<file path="src/sv/utciv_pkg.sv">
// ----------------------------------------------------------------------------
// utciv_pkg
// Shared types, constants and small helpers for the timestamp-to-civil block.
// ----------------------------------------------------------------------------
`default_nettype none

package utciv_pkg;

   localparam int TS_W = 33;

   // csr register indexes
   localparam logic [1:0] CSR_MIN_TIMESTAMP = 2'd0;
   localparam logic [1:0] CSR_MAX_TIMESTAMP = 2'd1;

   localparam logic [TS_W-1:0] MIN_TS_RESET = 33'd946684800;
   localparam logic [TS_W-1:0] MAX_TS_RESET = 33'd4102444799;

   // reciprocals: floor(x/d) = (x*R) >> S over the stated input range
   localparam logic [26:0] DAY_RECIP   = 27'd101806633; // /675, x < 2^26
   localparam int          DAY_SHIFT   = 36;
   localparam logic [17:0] HOUR_RECIP  = 18'd149131;    // /3600, x < 86400
   localparam int          HOUR_SHIFT  = 29;
   localparam logic [12:0] MIN_RECIP   = 13'd4370;      // /60, x < 4096
   localparam int          MIN_SHIFT   = 18;
   localparam logic [16:0] Q365S_RECIP = 17'd91930;     // /365, x < 2^16
   localparam int          Q365S_SHIFT = 25;
   localparam logic [18:0] Q365L_RECIP = 19'd367720;    // /365, x < 2^18
   localparam int          Q365L_SHIFT = 27;
   localparam logic [11:0] MP_RECIP    = 12'd3427;      // /153, x < 2048
   localparam int          MP_SHIFT    = 19;

   localparam logic [16:0] SECS_PER_DAY  = 17'd86400;
   localparam logic [19:0] DAYS_SHIFT    = 20'd719468;
   localparam logic [19:0] DAYS_PER_ERA  = 20'd146097;
   localparam logic [17:0] DAYS_4C_M1    = 18'd146096;
   localparam logic [17:0] DAYS_1C       = 18'd36524;
   localparam logic [16:0] SECS_PER_HOUR = 17'd3600;
   localparam logic [11:0] BASE_YEAR     = 12'd2000;

   typedef struct packed {
      logic       valid_res;
      logic [7:0] year_offset;
      logic [3:0] month;
      logic [4:0] day;
      logic [4:0] hours;
      logic [5:0] minutes;
      logic [5:0] seconds;
   } civil_res_type;

   // era index for day counts below 6 eras
   function automatic logic [2:0] era_of(input logic [19:0] dd);
      logic [2:0] e;
      e = 3'd0;
      for (int k = 1; k <= 5; k++) begin
         if (dd >= 20'(k) * DAYS_PER_ERA) begin
            e = 3'(k);
         end
      end
      return e;
   endfunction

   // doe / 36524 for doe <= 146096
   function automatic logic [2:0] cent_of(input logic [17:0] doe);
      logic [2:0] c;
      c = 3'd0;
      for (int k = 1; k <= 4; k++) begin
         if (doe >= 18'(k) * DAYS_1C) begin
            c = 3'(k);
         end
      end
      return c;
   endfunction

   // yoe / 100 for yoe < 400
   function automatic logic [1:0] div100(input logic [8:0] yoe);
      logic [1:0] c;
      c = 2'd0;
      for (int k = 1; k <= 3; k++) begin
         if (yoe >= 9'(k * 100)) begin
            c = 2'(k);
         end
      end
      return c;
   endfunction

   // (153*mp + 2) / 5, day of a March-based year where month mp starts
   function automatic logic [8:0] month_start(input logic [3:0] mp);
      logic [8:0] s;
      unique case (mp)
         4'd0:    s = 9'd0;
         4'd1:    s = 9'd31;
         4'd2:    s = 9'd61;
         4'd3:    s = 9'd92;
         4'd4:    s = 9'd122;
         4'd5:    s = 9'd153;
         4'd6:    s = 9'd184;
         4'd7:    s = 9'd214;
         4'd8:    s = 9'd245;
         4'd9:    s = 9'd275;
         4'd10:   s = 9'd306;
         4'd11:   s = 9'd337;
         default: s = 9'd0;
      endcase
      return s;
   endfunction

endpackage

`default_nettype wire

</file>
<file path="src/sv/utciv_pipe.sv">
// ----------------------------------------------------------------------------
// utciv_pipe
// Eight-stage datapath: day split, era, year of era, day of year, month/day,
// and hh:mm:ss alongside. All stages advance together on en.
// ----------------------------------------------------------------------------
`default_nettype none

module utciv_pipe
   import utciv_pkg::*;
(
   input  wire logic                clock,
   input  wire logic                reset,
   input  wire logic                en,
   input  wire logic                in_valid,
   input  wire logic [TS_W-1:0]     in_ts,
   input  wire logic [TS_W-1:0]     min_ts,
   input  wire logic [TS_W-1:0]     max_ts,
   output logic                     out_valid,
   output civil_res_type            out_res
);

   typedef struct packed {
      logic [TS_W-1:0] ts;
   } st_a_type;

   typedef struct packed {
      logic        win;
      logic [16:0] days;
      logic [16:0] ts_lo;
   } st_b_type;

   typedef struct packed {
      logic        win;
      logic [19:0] dd;
      logic [16:0] sod;
   } st_c_type;

   typedef struct packed {
      logic        win;
      logic [17:0] doe;
      logic [2:0]  era;
      logic [16:0] sod;
      logic [4:0]  hours;
   } st_d_type;

   typedef struct packed {
      logic        win;
      logic [17:0] n;
      logic [17:0] doe;
      logic [2:0]  era;
      logic [11:0] rh;
      logic [4:0]  hours;
   } st_e_type;

   typedef struct packed {
      logic        win;
      logic [8:0]  yoe;
      logic [17:0] doe;
      logic [2:0]  era;
      logic [11:0] rh;
      logic [4:0]  hours;
      logic [5:0]  minutes;
   } st_f_type;

   typedef struct packed {
      logic        win;
      logic [8:0]  doy;
      logic [11:0] year;
      logic [4:0]  hours;
      logic [5:0]  minutes;
      logic [5:0]  seconds;
   } st_g_type;

   typedef struct packed {
      logic        win;
      logic [3:0]  mp;
      logic [8:0]  doy;
      logic [11:0] year;
      logic [4:0]  hours;
      logic [5:0]  minutes;
      logic [5:0]  seconds;
   } st_h_type;

   logic [7:0] vld_ff, vld_in;
   st_a_type   a_ff, a_in;
   st_b_type   b_ff, b_in;
   st_c_type   c_ff, c_in;
   st_d_type   d_ff, d_in;
   st_e_type   e_ff, e_in;
   st_f_type   f_ff, f_in;
   st_g_type   g_ff, g_in;
   st_h_type   h_ff, h_in;

   logic [52:0] day_prod;
   logic [34:0] hour_prod;
   logic [32:0] q1460_prod;
   logic [36:0] yoe_prod;
   logic [24:0] min_prod;
   logic [10:0] mp_arg;
   logic [22:0] mp_prod;
   logic [17:0] doy_full;
   logic [16:0] rh_full;
   logic [11:0] sec_full;
   logic [3:0]  mon;
   logic [11:0] year_adj;
   logic [8:0]  dom_full;

   assign vld_in = {vld_ff[6:0], in_valid};

   always_comb begin
      a_in.ts = in_ts;
   end

   always_comb begin
      day_prod   = 53'(a_ff.ts[TS_W-1:7]) * 53'(DAY_RECIP);
      b_in.win   = (a_ff.ts >= min_ts) && (a_ff.ts <= max_ts);
      b_in.days  = day_prod[DAY_SHIFT +: 17];
      b_in.ts_lo = a_ff.ts[16:0];
   end

   always_comb begin
      c_in.win = b_ff.win;
      c_in.sod = b_ff.ts_lo - b_ff.days * SECS_PER_DAY;
      c_in.dd  = 20'(b_ff.days) + DAYS_SHIFT;
   end

   always_comb begin
      hour_prod  = 35'(c_ff.sod) * 35'(HOUR_RECIP);
      d_in.win   = c_ff.win;
      d_in.era   = era_of(c_ff.dd);
      d_in.doe   = 18'(c_ff.dd - 20'(d_in.era) * DAYS_PER_ERA);
      d_in.sod   = c_ff.sod;
      d_in.hours = hour_prod[HOUR_SHIFT +: 5];
   end

   always_comb begin
      q1460_prod = 33'(d_ff.doe[17:2]) * 33'(Q365S_RECIP);
      rh_full    = d_ff.sod - 17'(d_ff.hours) * SECS_PER_HOUR;
      e_in.win   = d_ff.win;
      e_in.n     = d_ff.doe - 18'(q1460_prod[Q365S_SHIFT +: 7])
                   + 18'(cent_of(d_ff.doe))
                   - 18'(d_ff.doe == DAYS_4C_M1);
      e_in.doe   = d_ff.doe;
      e_in.era   = d_ff.era;
      e_in.rh    = rh_full[11:0];
      e_in.hours = d_ff.hours;
   end

   always_comb begin
      yoe_prod     = 37'(e_ff.n) * 37'(Q365L_RECIP);
      min_prod     = 25'(e_ff.rh) * 25'(MIN_RECIP);
      f_in.win     = e_ff.win;
      f_in.yoe     = yoe_prod[Q365L_SHIFT +: 9];
      f_in.doe     = e_ff.doe;
      f_in.era     = e_ff.era;
      f_in.rh      = e_ff.rh;
      f_in.hours   = e_ff.hours;
      f_in.minutes = min_prod[MIN_SHIFT +: 6];
   end

   always_comb begin
      doy_full     = f_ff.doe - (18'(f_ff.yoe) * 18'd365 + 18'(f_ff.yoe[8:2])
                     - 18'(div100(f_ff.yoe)));
      sec_full     = f_ff.rh - 12'(f_ff.minutes) * 12'd60;
      g_in.win     = f_ff.win;
      g_in.doy     = doy_full[8:0];
      g_in.year    = 12'(f_ff.yoe) + 12'(f_ff.era) * 12'd400;
      g_in.hours   = f_ff.hours;
      g_in.minutes = f_ff.minutes;
      g_in.seconds = sec_full[5:0];
   end

   always_comb begin
      mp_arg       = 11'(g_ff.doy) * 11'd5 + 11'd2;
      mp_prod      = 23'(mp_arg) * 23'(MP_RECIP);
      h_in.win     = g_ff.win;
      h_in.mp      = mp_prod[MP_SHIFT +: 4];
      h_in.doy     = g_ff.doy;
      h_in.year    = g_ff.year;
      h_in.hours   = g_ff.hours;
      h_in.minutes = g_ff.minutes;
      h_in.seconds = g_ff.seconds;
   end

   always_comb begin
      mon      = (h_ff.mp < 4'd10) ? h_ff.mp + 4'd3 : h_ff.mp - 4'd9;
      year_adj = h_ff.year + 12'(mon <= 4'd2) - BASE_YEAR;
      dom_full = h_ff.doy - month_start(h_ff.mp) + 9'd1;
      out_res  = '0;
      if (h_ff.win) begin
         out_res.valid_res   = 1'b1;
         out_res.year_offset = year_adj[7:0];
         out_res.month       = mon;
         out_res.day         = dom_full[4:0];
         out_res.hours       = h_ff.hours;
         out_res.minutes     = h_ff.minutes;
         out_res.seconds     = h_ff.seconds;
      end
   end

   assign out_valid = vld_ff[7];

   always_ff @(posedge clock) begin
      if (reset) begin
         vld_ff <= '0;
      end else if (en) begin
         vld_ff <= vld_in;
      end
   end

   always_ff @(posedge clock) begin
      if (en) begin
         a_ff <= a_in;
         b_ff <= b_in;
         c_ff <= c_in;
         d_ff <= d_in;
         e_ff <= e_in;
         f_ff <= f_in;
         g_ff <= g_in;
         h_ff <= h_in;
      end
   end

endmodule

`default_nettype wire

</file>
<file path="src/sv/unix_timestamp_to_civil.sv">
// ----------------------------------------------------------------------------
// unix_timestamp_to_civil
// Unix seconds to Gregorian date (year - 2000, month, day) and hh:mm:ss,
// with an inclusive min/max window that flags out-of-range items.
//
//   channel | dir | handshake            | payload
//   req     | in  | req_tvalid/tready    | tdata: timestamp
//   rsp     | out | rsp_tvalid/tready    | tdata: date/time, tuser: valid_res
//   csr     | in  | csr_valid/csr_ready  | csr_index, csr_data
//
// One item per cycle sustained unless rsp_tready holds the output; an item
// passes the input register, seven arithmetic stages and the output register
// to reach rsp_tvalid. Reset clears all valid bits and loads the default
// window. A result held by rsp_tready low freezes every stage; one more item
// is parked in the input skid register, so req_tready is a flop output.
// ----------------------------------------------------------------------------
`default_nettype none

module unix_timestamp_to_civil
   import utciv_pkg::*;
(
   input  wire logic        clock,
   input  wire logic        reset,

   input  wire logic        req_tvalid,
   output logic             req_tready,
   input  wire logic [39:0] req_tdata,   // [32:0] timestamp, [39:33] zero

   output logic             rsp_tvalid,
   input  wire logic        rsp_tready,
   output logic [39:0]      rsp_tdata,   // [7:0] year_offset, [11:8] month,
                                         // [16:12] day, [21:17] hours,
                                         // [27:22] minutes, [33:28] seconds,
                                         // [39:34] zero
   output logic [0:0]       rsp_tuser,   // [0] valid_res

   input  wire logic        csr_valid,
   output logic             csr_ready,
   input  wire logic [1:0]  csr_index,
   input  wire logic [32:0] csr_data
);

   logic            en;
   logic            req_fire;
   logic            csr_fire;
   logic            skid_full_ff, skid_full_in;
   logic [TS_W-1:0] skid_ts_ff;
   logic [TS_W-1:0] min_ts_ff, min_ts_in;
   logic [TS_W-1:0] max_ts_ff, max_ts_in;
   logic            pipe_in_valid;
   logic [TS_W-1:0] pipe_in_ts;
   logic            pipe_out_valid;
   civil_res_type   pipe_out_res;
   logic            out_vld_ff;
   civil_res_type   out_res_ff;

   assign en         = !out_vld_ff || rsp_tready;
   assign req_tready = !skid_full_ff;
   assign req_fire   = req_tvalid && req_tready;
   assign csr_ready  = 1'b1;
   assign csr_fire   = csr_valid && csr_ready;

   assign pipe_in_valid = skid_full_ff || req_fire;
   assign pipe_in_ts    = skid_full_ff ? skid_ts_ff : req_tdata[TS_W-1:0];

   always_comb begin
      if (skid_full_ff) begin
         skid_full_in = !en;
      end else begin
         skid_full_in = req_fire && !en;
      end
   end

   always_comb begin
      min_ts_in = min_ts_ff;
      max_ts_in = max_ts_ff;
      if (csr_fire) begin
         unique case (csr_index)
            CSR_MIN_TIMESTAMP: min_ts_in = csr_data;
            CSR_MAX_TIMESTAMP: max_ts_in = csr_data;
            default: ;
         endcase
      end
   end

   utciv_pipe u_pipe (
      .clock     (clock),
      .reset     (reset),
      .en        (en),
      .in_valid  (pipe_in_valid),
      .in_ts     (pipe_in_ts),
      .min_ts    (min_ts_ff),
      .max_ts    (max_ts_ff),
      .out_valid (pipe_out_valid),
      .out_res   (pipe_out_res)
   );

   always_ff @(posedge clock) begin
      if (reset) begin
         skid_full_ff <= 1'b0;
         out_vld_ff   <= 1'b0;
         min_ts_ff    <= MIN_TS_RESET;
         max_ts_ff    <= MAX_TS_RESET;
      end else begin
         skid_full_ff <= skid_full_in;
         min_ts_ff    <= min_ts_in;
         max_ts_ff    <= max_ts_in;
         if (en) begin
            out_vld_ff <= pipe_out_valid;
         end
      end
   end

   always_ff @(posedge clock) begin
      if (req_fire && !en) begin
         skid_ts_ff <= req_tdata[TS_W-1:0];
      end
      if (en) begin
         out_res_ff <= pipe_out_res;
      end
   end

   assign rsp_tvalid = out_vld_ff;
   assign rsp_tuser  = out_res_ff.valid_res;
   assign rsp_tdata  = {6'd0, out_res_ff.seconds, out_res_ff.minutes, out_res_ff.hours,
                        out_res_ff.day, out_res_ff.month, out_res_ff.year_offset};

   a_skid_drains: assert property (@(posedge clock) disable iff (reset)
      skid_full_ff && en |=> !skid_full_ff)
      else $error("skid item not drained when pipeline advanced");

   a_skid_holds: assert property (@(posedge clock) disable iff (reset)
      skid_full_ff && !en |=> skid_full_ff && $stable(skid_ts_ff))
      else $error("parked item lost during stall");

   a_invalid_zero: assert property (@(posedge clock) disable iff (reset)
      rsp_tvalid && !rsp_tuser[0] |-> rsp_tdata == '0)
      else $error("out-of-window item carries nonzero fields");

   a_valid_range: assert property (@(posedge clock) disable iff (reset)
      rsp_tvalid && rsp_tuser[0] |-> out_res_ff.month >= 4'd1 && out_res_ff.month <= 4'd12
         && out_res_ff.day >= 5'd1 && out_res_ff.hours <= 5'd23
         && out_res_ff.minutes <= 6'd59 && out_res_ff.seconds <= 6'd59)
      else $error("date/time field out of range");

endmodule

`default_nettype wire

</file>
<file path="config.mk">
export PLATFORM = sky130hd
export DESIGN_NAME = unix_timestamp_to_civil
export DESIGN_NICKNAME = d
export VERILOG_FILES = /design/src/sv/utciv_pkg.sv /design/src/sv/utciv_pipe.sv /design/src/sv/unix_timestamp_to_civil.sv
export SDC_FILE = /design/constraint.sdc
export NUM_CORES = 2
export LEC_CHECK = 0
export BUFFER_PORTS_ARGS = -buffer_cell sky130_fd_sc_hd__buf_2
export CORE_ASPECT_RATIO = 0.6
export CORE_MARGIN = 4
export CORE_UTILIZATION = 40
export CTS_CLUSTER_DIAMETER = 100
export DETAILED_ROUTE_END_ITERATION = 6
export HOLD_SLACK_MARGIN = 0.06
export PLACE_DENSITY = 0.64
export REMOVE_ABC_BUFFERS = 1
export SKIP_LAST_GASP = 1
export SYNTH_ARGS = -nofsm -noshare
export SYNTH_HDL_FRONTEND = slang
export SYNTH_HIERARCHICAL = 1
export SYNTH_SLANG_ARGS = --single-unit
</file>
<file path="constraint.sdc">
create_clock -name clock -period 40.1 [get_ports clock]
set_input_delay 8.02 -clock clock [delete_from_list [all_inputs] [get_ports clock]]
set_output_delay 8.02 -clock clock [all_outputs]
set_load 0.03 [all_outputs]
</file>
Word level (Yosys, flattened, before mapping) --
Memory sizes are Yosys's and may differ from the RTL's. A register that Yosys moved wholly into a read port is not among the register bits. Cells that the tools add are included. W data, S select, Z words.
Storage, ports and cells: register bits after elaboration 446, latch bits 0, memory bits (writable) 0, ROM bits 144, bits of input ports 80, output and inout port bits 44, word-level logic and storage cells 130, memories kept 1
Operators by class: add/sub/neg operators 19, multipliers 13, divide/modulo/power cells 0, magnitude comparators 16, equality and inequality tests 2, shifts and indexed selects 0, multiplexer cells 17, bitwise logic cells 0, reductions and logical operators 11
Memories:
- (name not given) | depth 16, width 9, rd ports 1, clocked after memory_dff 1, write ports 0, line utciv_pkg.sv:89 | unique case (mp)
Operators with widths (count):
- $mul A26 B27 Y53 const B | 1
- $ge A20 B19 Y1 const B | 2
- $ge A20 B20 Y1 const B | 2
- $ge A18 B17 Y1 const B | 2
- $mux W35 | 1
- $mul A17 B18 Y34 const B | 1
- $ge A33 B33 Y1 | 1
- $le A33 B33 Y1 | 1
- $mul A18 B16 Y33 const B | 1
- $mux W33 | 1
- $mul A16 B16 Y31 const B | 1
- $mul A11 B12 Y23 const B | 1
- $mul A12 B12 Y23 const B | 1
- $add A17 B20 Y20 const B | 1
- $ge A20 B18 Y1 const B | 1
- $add A18 B3 Y18 | 1
- $eq A18 B18 Y1 const B | 1
- $ge A18 B16 Y1 const B | 1
- $ge A18 B18 Y1 const B | 1
- $mul A3 B18 Y18 const B | 1
- $sub A18 B1 Y18 | 1
- $sub A18 B18 Y18 | 1
- $sub A18 B7 Y18 | 1
- $mul A17 B10 Y10 const B | 1
- 34 further kinds | 51

Depth between registers and ports, before layout --
depth in word-level cells 8, gate-level depth with buffers 38, mapped depth without buffers 38

Hierarchy --
The synthesis kept the hierarchy.
Modules (own cells, without submodules):
- utciv_pipe | times used 1, cells an instance 4075, area each 44746.7 µm², sequential area each 9298.9 µm²
- unix_timestamp_to_civil | times used 1, cells an instance 399, area each 5330.1 µm², sequential area each 3403.3 µm²

Worst setup path after synthesis --
Ideal clock, no wire load.
kind input -> register, start in rsp_tready, end reg skid_ts_ff[0], enable pin, setup time 1.463 ns, arrival time 20.892 ns, data required time 38.637 ns, path slack 17.744 ns, stages on the path 2, buffers on the path 0, path through nand2b_1 -> nor3b_1
On the way: cells in the longest elaborated chain, start to end 3
Ends and longest elaborated chain:
- start, declared | line unix_timestamp_to_civil.sv:30 | input wire logic rsp_tready,
- $logic_or A1 B1 Y1 | line unix_timestamp_to_civil.sv:57 | assign en = !out_vld_ff || rsp_tready;
- $logic_not A1 Y1 | line unix_timestamp_to_civil.sv:115 | if (req_fire && !en) begin
- $logic_and A1 B1 Y1 | line unix_timestamp_to_civil.sv:115
- end signal, assigned | line unix_timestamp_to_civil.sv:116 | skid_ts_ff <= req_tdata[TS_W-1:0];
- end, declared | line unix_timestamp_to_civil.sv:47 | logic [TS_W-1:0] skid_ts_ff;
No other way between the ends. A chain may end at the register's enable or synchronous reset.

Worst setup path after layout --
start in rsp_tready, end reg out_res_ff (netlist bit rsp_tuser), enable pin
On the way: cells in the longest elaborated chain, start to end 1
Ends and longest elaborated chain:
- $logic_or A1 B1 Y1 | line unix_timestamp_to_civil.sv:57
- net en | line unix_timestamp_to_civil.sv:43 | logic en;
- end signal, assigned | line unix_timestamp_to_civil.sv:119 | out_res_ff <= pipe_out_res;
- end, declared | line unix_timestamp_to_civil.sv:55 | civil_res_type out_res_ff;
The timed path passes the listed nets, and every way through them passes these cells.

==> metrics list <==
* Number of different library cells in the post-synthesis netlist: between 70 and 80
- For the worst-skew pair, the clock arrives at the later sink with an insertion delay of ~0.61 ns.
- The most used flip-flop cell after synthesis is sky130_fd_sc_hd__edfxtp_1.
* Hold Path Class: reg2reg
- In this run, CTS created clock tree buffers numbering between 40 and 50.
- Via count: a little over 30,000
- The first routing iteration left 1,989 violations.
- DRC violation count after routing: 0
* FF+latch count, synth: 450
* Number of vias per cell: ~4.8
- Number of antenna violations at the first check in global routing: 1
- The total overflow left after global routing is 0.
- Startpoint type of the worst setup path: input pin
- Crit share post-route: 26.08%
- TritonCTS built the clock tree.
- Post-synth EDFFs: between 300 and 400
* Post-route cell area: about 54,000 um2
- Yosys Warn Count: 6
- Transition time at the pin with the least slew margin: approximately 1.1 ns
- After clock tree synthesis, the clock-pin slew on the worst setup and hold paths is roughly 0.06 ns.
- Crit-path max FO: 77
- CTS saw 450 sinks.
* Antenna-violating nets left: 0
* Vert. Die Dim: 282.1 um
* Area added between synthesis and finish: 8.203%
- At the end of routability-driven placement, the weighted congestion stood at 0.8761.
- Hold Crit Depth: 0
- In this run the tightest slew margin relative to its limit is 25.89%.
- PortBufs: approximately 110
- Setup repair after global routing missed its margin: false
- The total area inside the core boundary comes to 124,100 um2.
- The tool flagged a number of max-cap violations equal to 0.
- Required time at the worst-slack endpoint: a little over 40 ns
- I/O pin total: about 120
- Count of endpoints failing hold in the final timing report: 0
* # resized after CTS: 0
* Count of cells along the worst register-to-register path: 35
- Dividing the detail-routed wire length by the instance count gives ~17 um.
- Number of nets at the end of the flow: between 6,000 and 7,000
* Crit path setup slack, layout: 29.64 ns
- Once placement finished, the instance area stood at 52,710 um2.
* Endpoint class of the critical path: flip-flop
- The repair_antennas step left the layout with diodes totalling 0.
- The clock period could shrink to 10.46 ns.
- Floorplan die area: 131,100 um2
- DPL Wire Length: between 80,000 and 90,000 um
- The floorplan has 100 rows.
- Dpl ws: slightly below 30 ns
- Worst Hold Margin: 0.4145 ns
* Share of the yosys chip area belonging to registers: approximately a quarter
- Max Freq: roughly 96 MHz
- Async SR Flop Fraction: 0%
- The die is around 460 um wide.
* Layout cells sized above 1: under 10%
- The first global-routing pass estimated ~170,000 um of wire.
- The routed design has around 110,000 um of wire.
- The number of hold buffers added after CTS was 0.
* Critical path data arrival time: roughly 11 ns
- Setup TNS: 0 ns
- Post-CTS setup-driven buffer insertion count: 0
- For this run, the detailed router's first-pass iteration total came to 5.
* Synthesized area per cell: between 10 and 15 um2
- The via count of the first global-routing pass is roughly 31,000.
- In this run the number of H-tree levels came out at 2.
* Endpoints failing setup: 0
* Run status: completed
- Between clock sinks in the finished design, the worst skew comes to 0.02840 ns.
- Fill cell total of the finished layout: 11,660
* Gate Count Post-Synth: 4,474
- All-layer global routing usage: 16.58%
* Deepest clock path buffer count: 3
- Clock root buffer: sky130_fd_sc_hd__clkbuf_16
* Slew Limit Fails: 0
- Entering global routing, the biggest net connects around 160 pins.
- Once the floorplan was initialized, standard cells occupied 40.35% of the core.
* Post-Syn Area: 50,080 um2
* Type of the worst setup path: in2reg
[cell families (layout without fill, tap and decap cells)]
group	count (synthesis)	in the layout	synth area share [%]
adder cells (fa/ha/maj)	1666	1666	49.51
buffers and inverters	1097	1269	8.410
AND/OR/NAND/NOR	513	513	5.302
AO/OA/AOI/OAI	454	454	5.887
flip-flops	450	450	25.37
XOR/XNOR	179	179	3.131
multiplexers	113	113	2.379
other	2	7	0.01500
[final timing paths]
kind                                           startpoint                        end  slack, ns
worst min-delay path            u_pipe/g_ff[17]$_DFFE_PP_  u_pipe/h_ff[17]$_DFFE_PP_       0.41
worst min register to register  u_pipe/g_ff[17]$_DFFE_PP_  u_pipe/h_ff[17]$_DFFE_PP_       0.41
worst max-delay path                           rsp_tready        rsp_tuser$_DFFE_PN_      29.64
worst max register to register  u_pipe/d_ff[32]$_DFFE_PP_  u_pipe/e_ff[54]$_DFFE_PP_      30.15
[state kept, by name, indices dropped and copies added (netlist names), named ones only]
register	cells
max_ts_ff	33
min_ts_ff	33
rsp_tdata	34
rsp_tuser	1
rsp_tvalid	1
skid_full_ff	1
skid_ts_ff	33
u_pipe/a_ff	33
u_pipe/b_ff	35
u_pipe/c_ff	37
u_pipe/d_ff	39
u_pipe/e_ff	48
u_pipe/f_ff	39
u_pipe/g_ff	35
u_pipe/h_ff	35
u_pipe/vld_ff	8
[synth_stat cells (all sizes together) (29+ instances only)]
master | n | area share, %
nor2 | 136 | 1.0
fa | 526 | 21
nand3 | 30 | 0.30
dfxtp | 81 | 3.2
a21oi | 141 | 1.4
a21o | 80 | 1.2
mux2 | 35 | 0.79
inv | 1056 | 7.9
edfxtp | 369 | 22
mux2i | 78 | 1.6
ha | 1140 | 28
nand2 | 80 | 0.60
o21ai | 86 | 0.87
nor2b | 35 | 0.44
buf | 29 | 0.40
xnor2 | 133 | 2.3
xor2 | 46 | 0.80
and2 | 42 | 0.52
nand2b | 82 | 1.0
[stage by stage]
| step | instances | utilization (%) |
|---|---|---|
| after floorplan | 4438 | - |
| after global placement | 6254 | 42.47 |
| after detailed placement | 6254 | 42.47 |
| after CTS | 6334 | 43.66 |
| after global routing | 6334 | 43.66 |
| final | 6334 | 43.66 |
[layout by cell type (no fill, tap or decap), types with 7 or more instances in the layout]
cell type,synthesis,layout
sky130_fd_sc_hd__nor3b_1,9,8
sky130_fd_sc_hd__mux2_2,34,34
sky130_fd_sc_hd__clkbuf_1,12,13
sky130_fd_sc_hd__buf_4,9,24
sky130_fd_sc_hd__clkbuf_16,0,45
sky130_fd_sc_hd__mux2i_1,77,77
sky130_fd_sc_hd__a21o_1,80,80
sky130_fd_sc_hd__clkinv_1,0,7
sky130_fd_sc_hd__o211ai_1,12,12
sky130_fd_sc_hd__xnor2_1,133,133
sky130_fd_sc_hd__nor3_1,23,23
sky130_fd_sc_hd__nor4_1,7,7
sky130_fd_sc_hd__nor2b_1,35,35
sky130_fd_sc_hd__nor2_1,136,136
sky130_fd_sc_hd__nand3_1,30,30
sky130_fd_sc_hd__o21ai_0,82,82
sky130_fd_sc_hd__a211oi_1,7,7
sky130_fd_sc_hd__a31oi_1,12,12
sky130_fd_sc_hd__xor2_1,46,46
sky130_fd_sc_hd__edfxtp_1,369,369
sky130_fd_sc_hd__and3_1,8,8
sky130_fd_sc_hd__fa_1,526,526
sky130_fd_sc_hd__buf_2,12,108
sky130_fd_sc_hd__ha_1,1140,1140
sky130_fd_sc_hd__or2_2,10,10
sky130_fd_sc_hd__o21a_1,27,27
sky130_fd_sc_hd__o21bai_1,23,23
sky130_fd_sc_hd__nand2_1,80,80
sky130_fd_sc_hd__conb_1,2,7
sky130_fd_sc_hd__nand2b_1,82,81
sky130_fd_sc_hd__and2_1,42,42
sky130_fd_sc_hd__inv_1,1056,1056
sky130_fd_sc_hd__a21boi_0,7,7
sky130_fd_sc_hd__dfxtp_1,81,80
sky130_fd_sc_hd__a21oi_1,140,140
sky130_fd_sc_hd__nand4_1,28,28
[cell type report]
class	count	area [um2]	share of cell area, %
clock buffer	59	1189	2.194
clock inverter	21	281.5	0.5196
inverter	1056	3964	7.315
multi-input combinational	2932	33200	61.27
sequential	450	12700	23.44
tap	1683	2106	3.886
timing repair buffer	133	740.7	1.367
[layer usage]
layer | wire length [um] | up-vias | track usage [%]
met5 | 0 | - | 0
met3 | 6753 | 65 | 3.297
li1 | - | 14990 | -
met4 | 1203 | 0 | 2.105
met2 | 40500 | 643 | 22.62
met1 | 57310 | 14820 | 27.18
[critical path, stage by stage]
cell	delay, ns
sky130_fd_sc_hd__buf_2	0.08
sky130_fd_sc_hd__nand2b_4	0.35
sky130_fd_sc_hd__buf_4	0.55
sky130_fd_sc_hd__buf_4	0.72
sky130_fd_sc_hd__buf_4	0.84
Power is left out: the tool's default activity adds up to more than one toggle a clock period on the data nets, which glitch-free logic cannot reach.
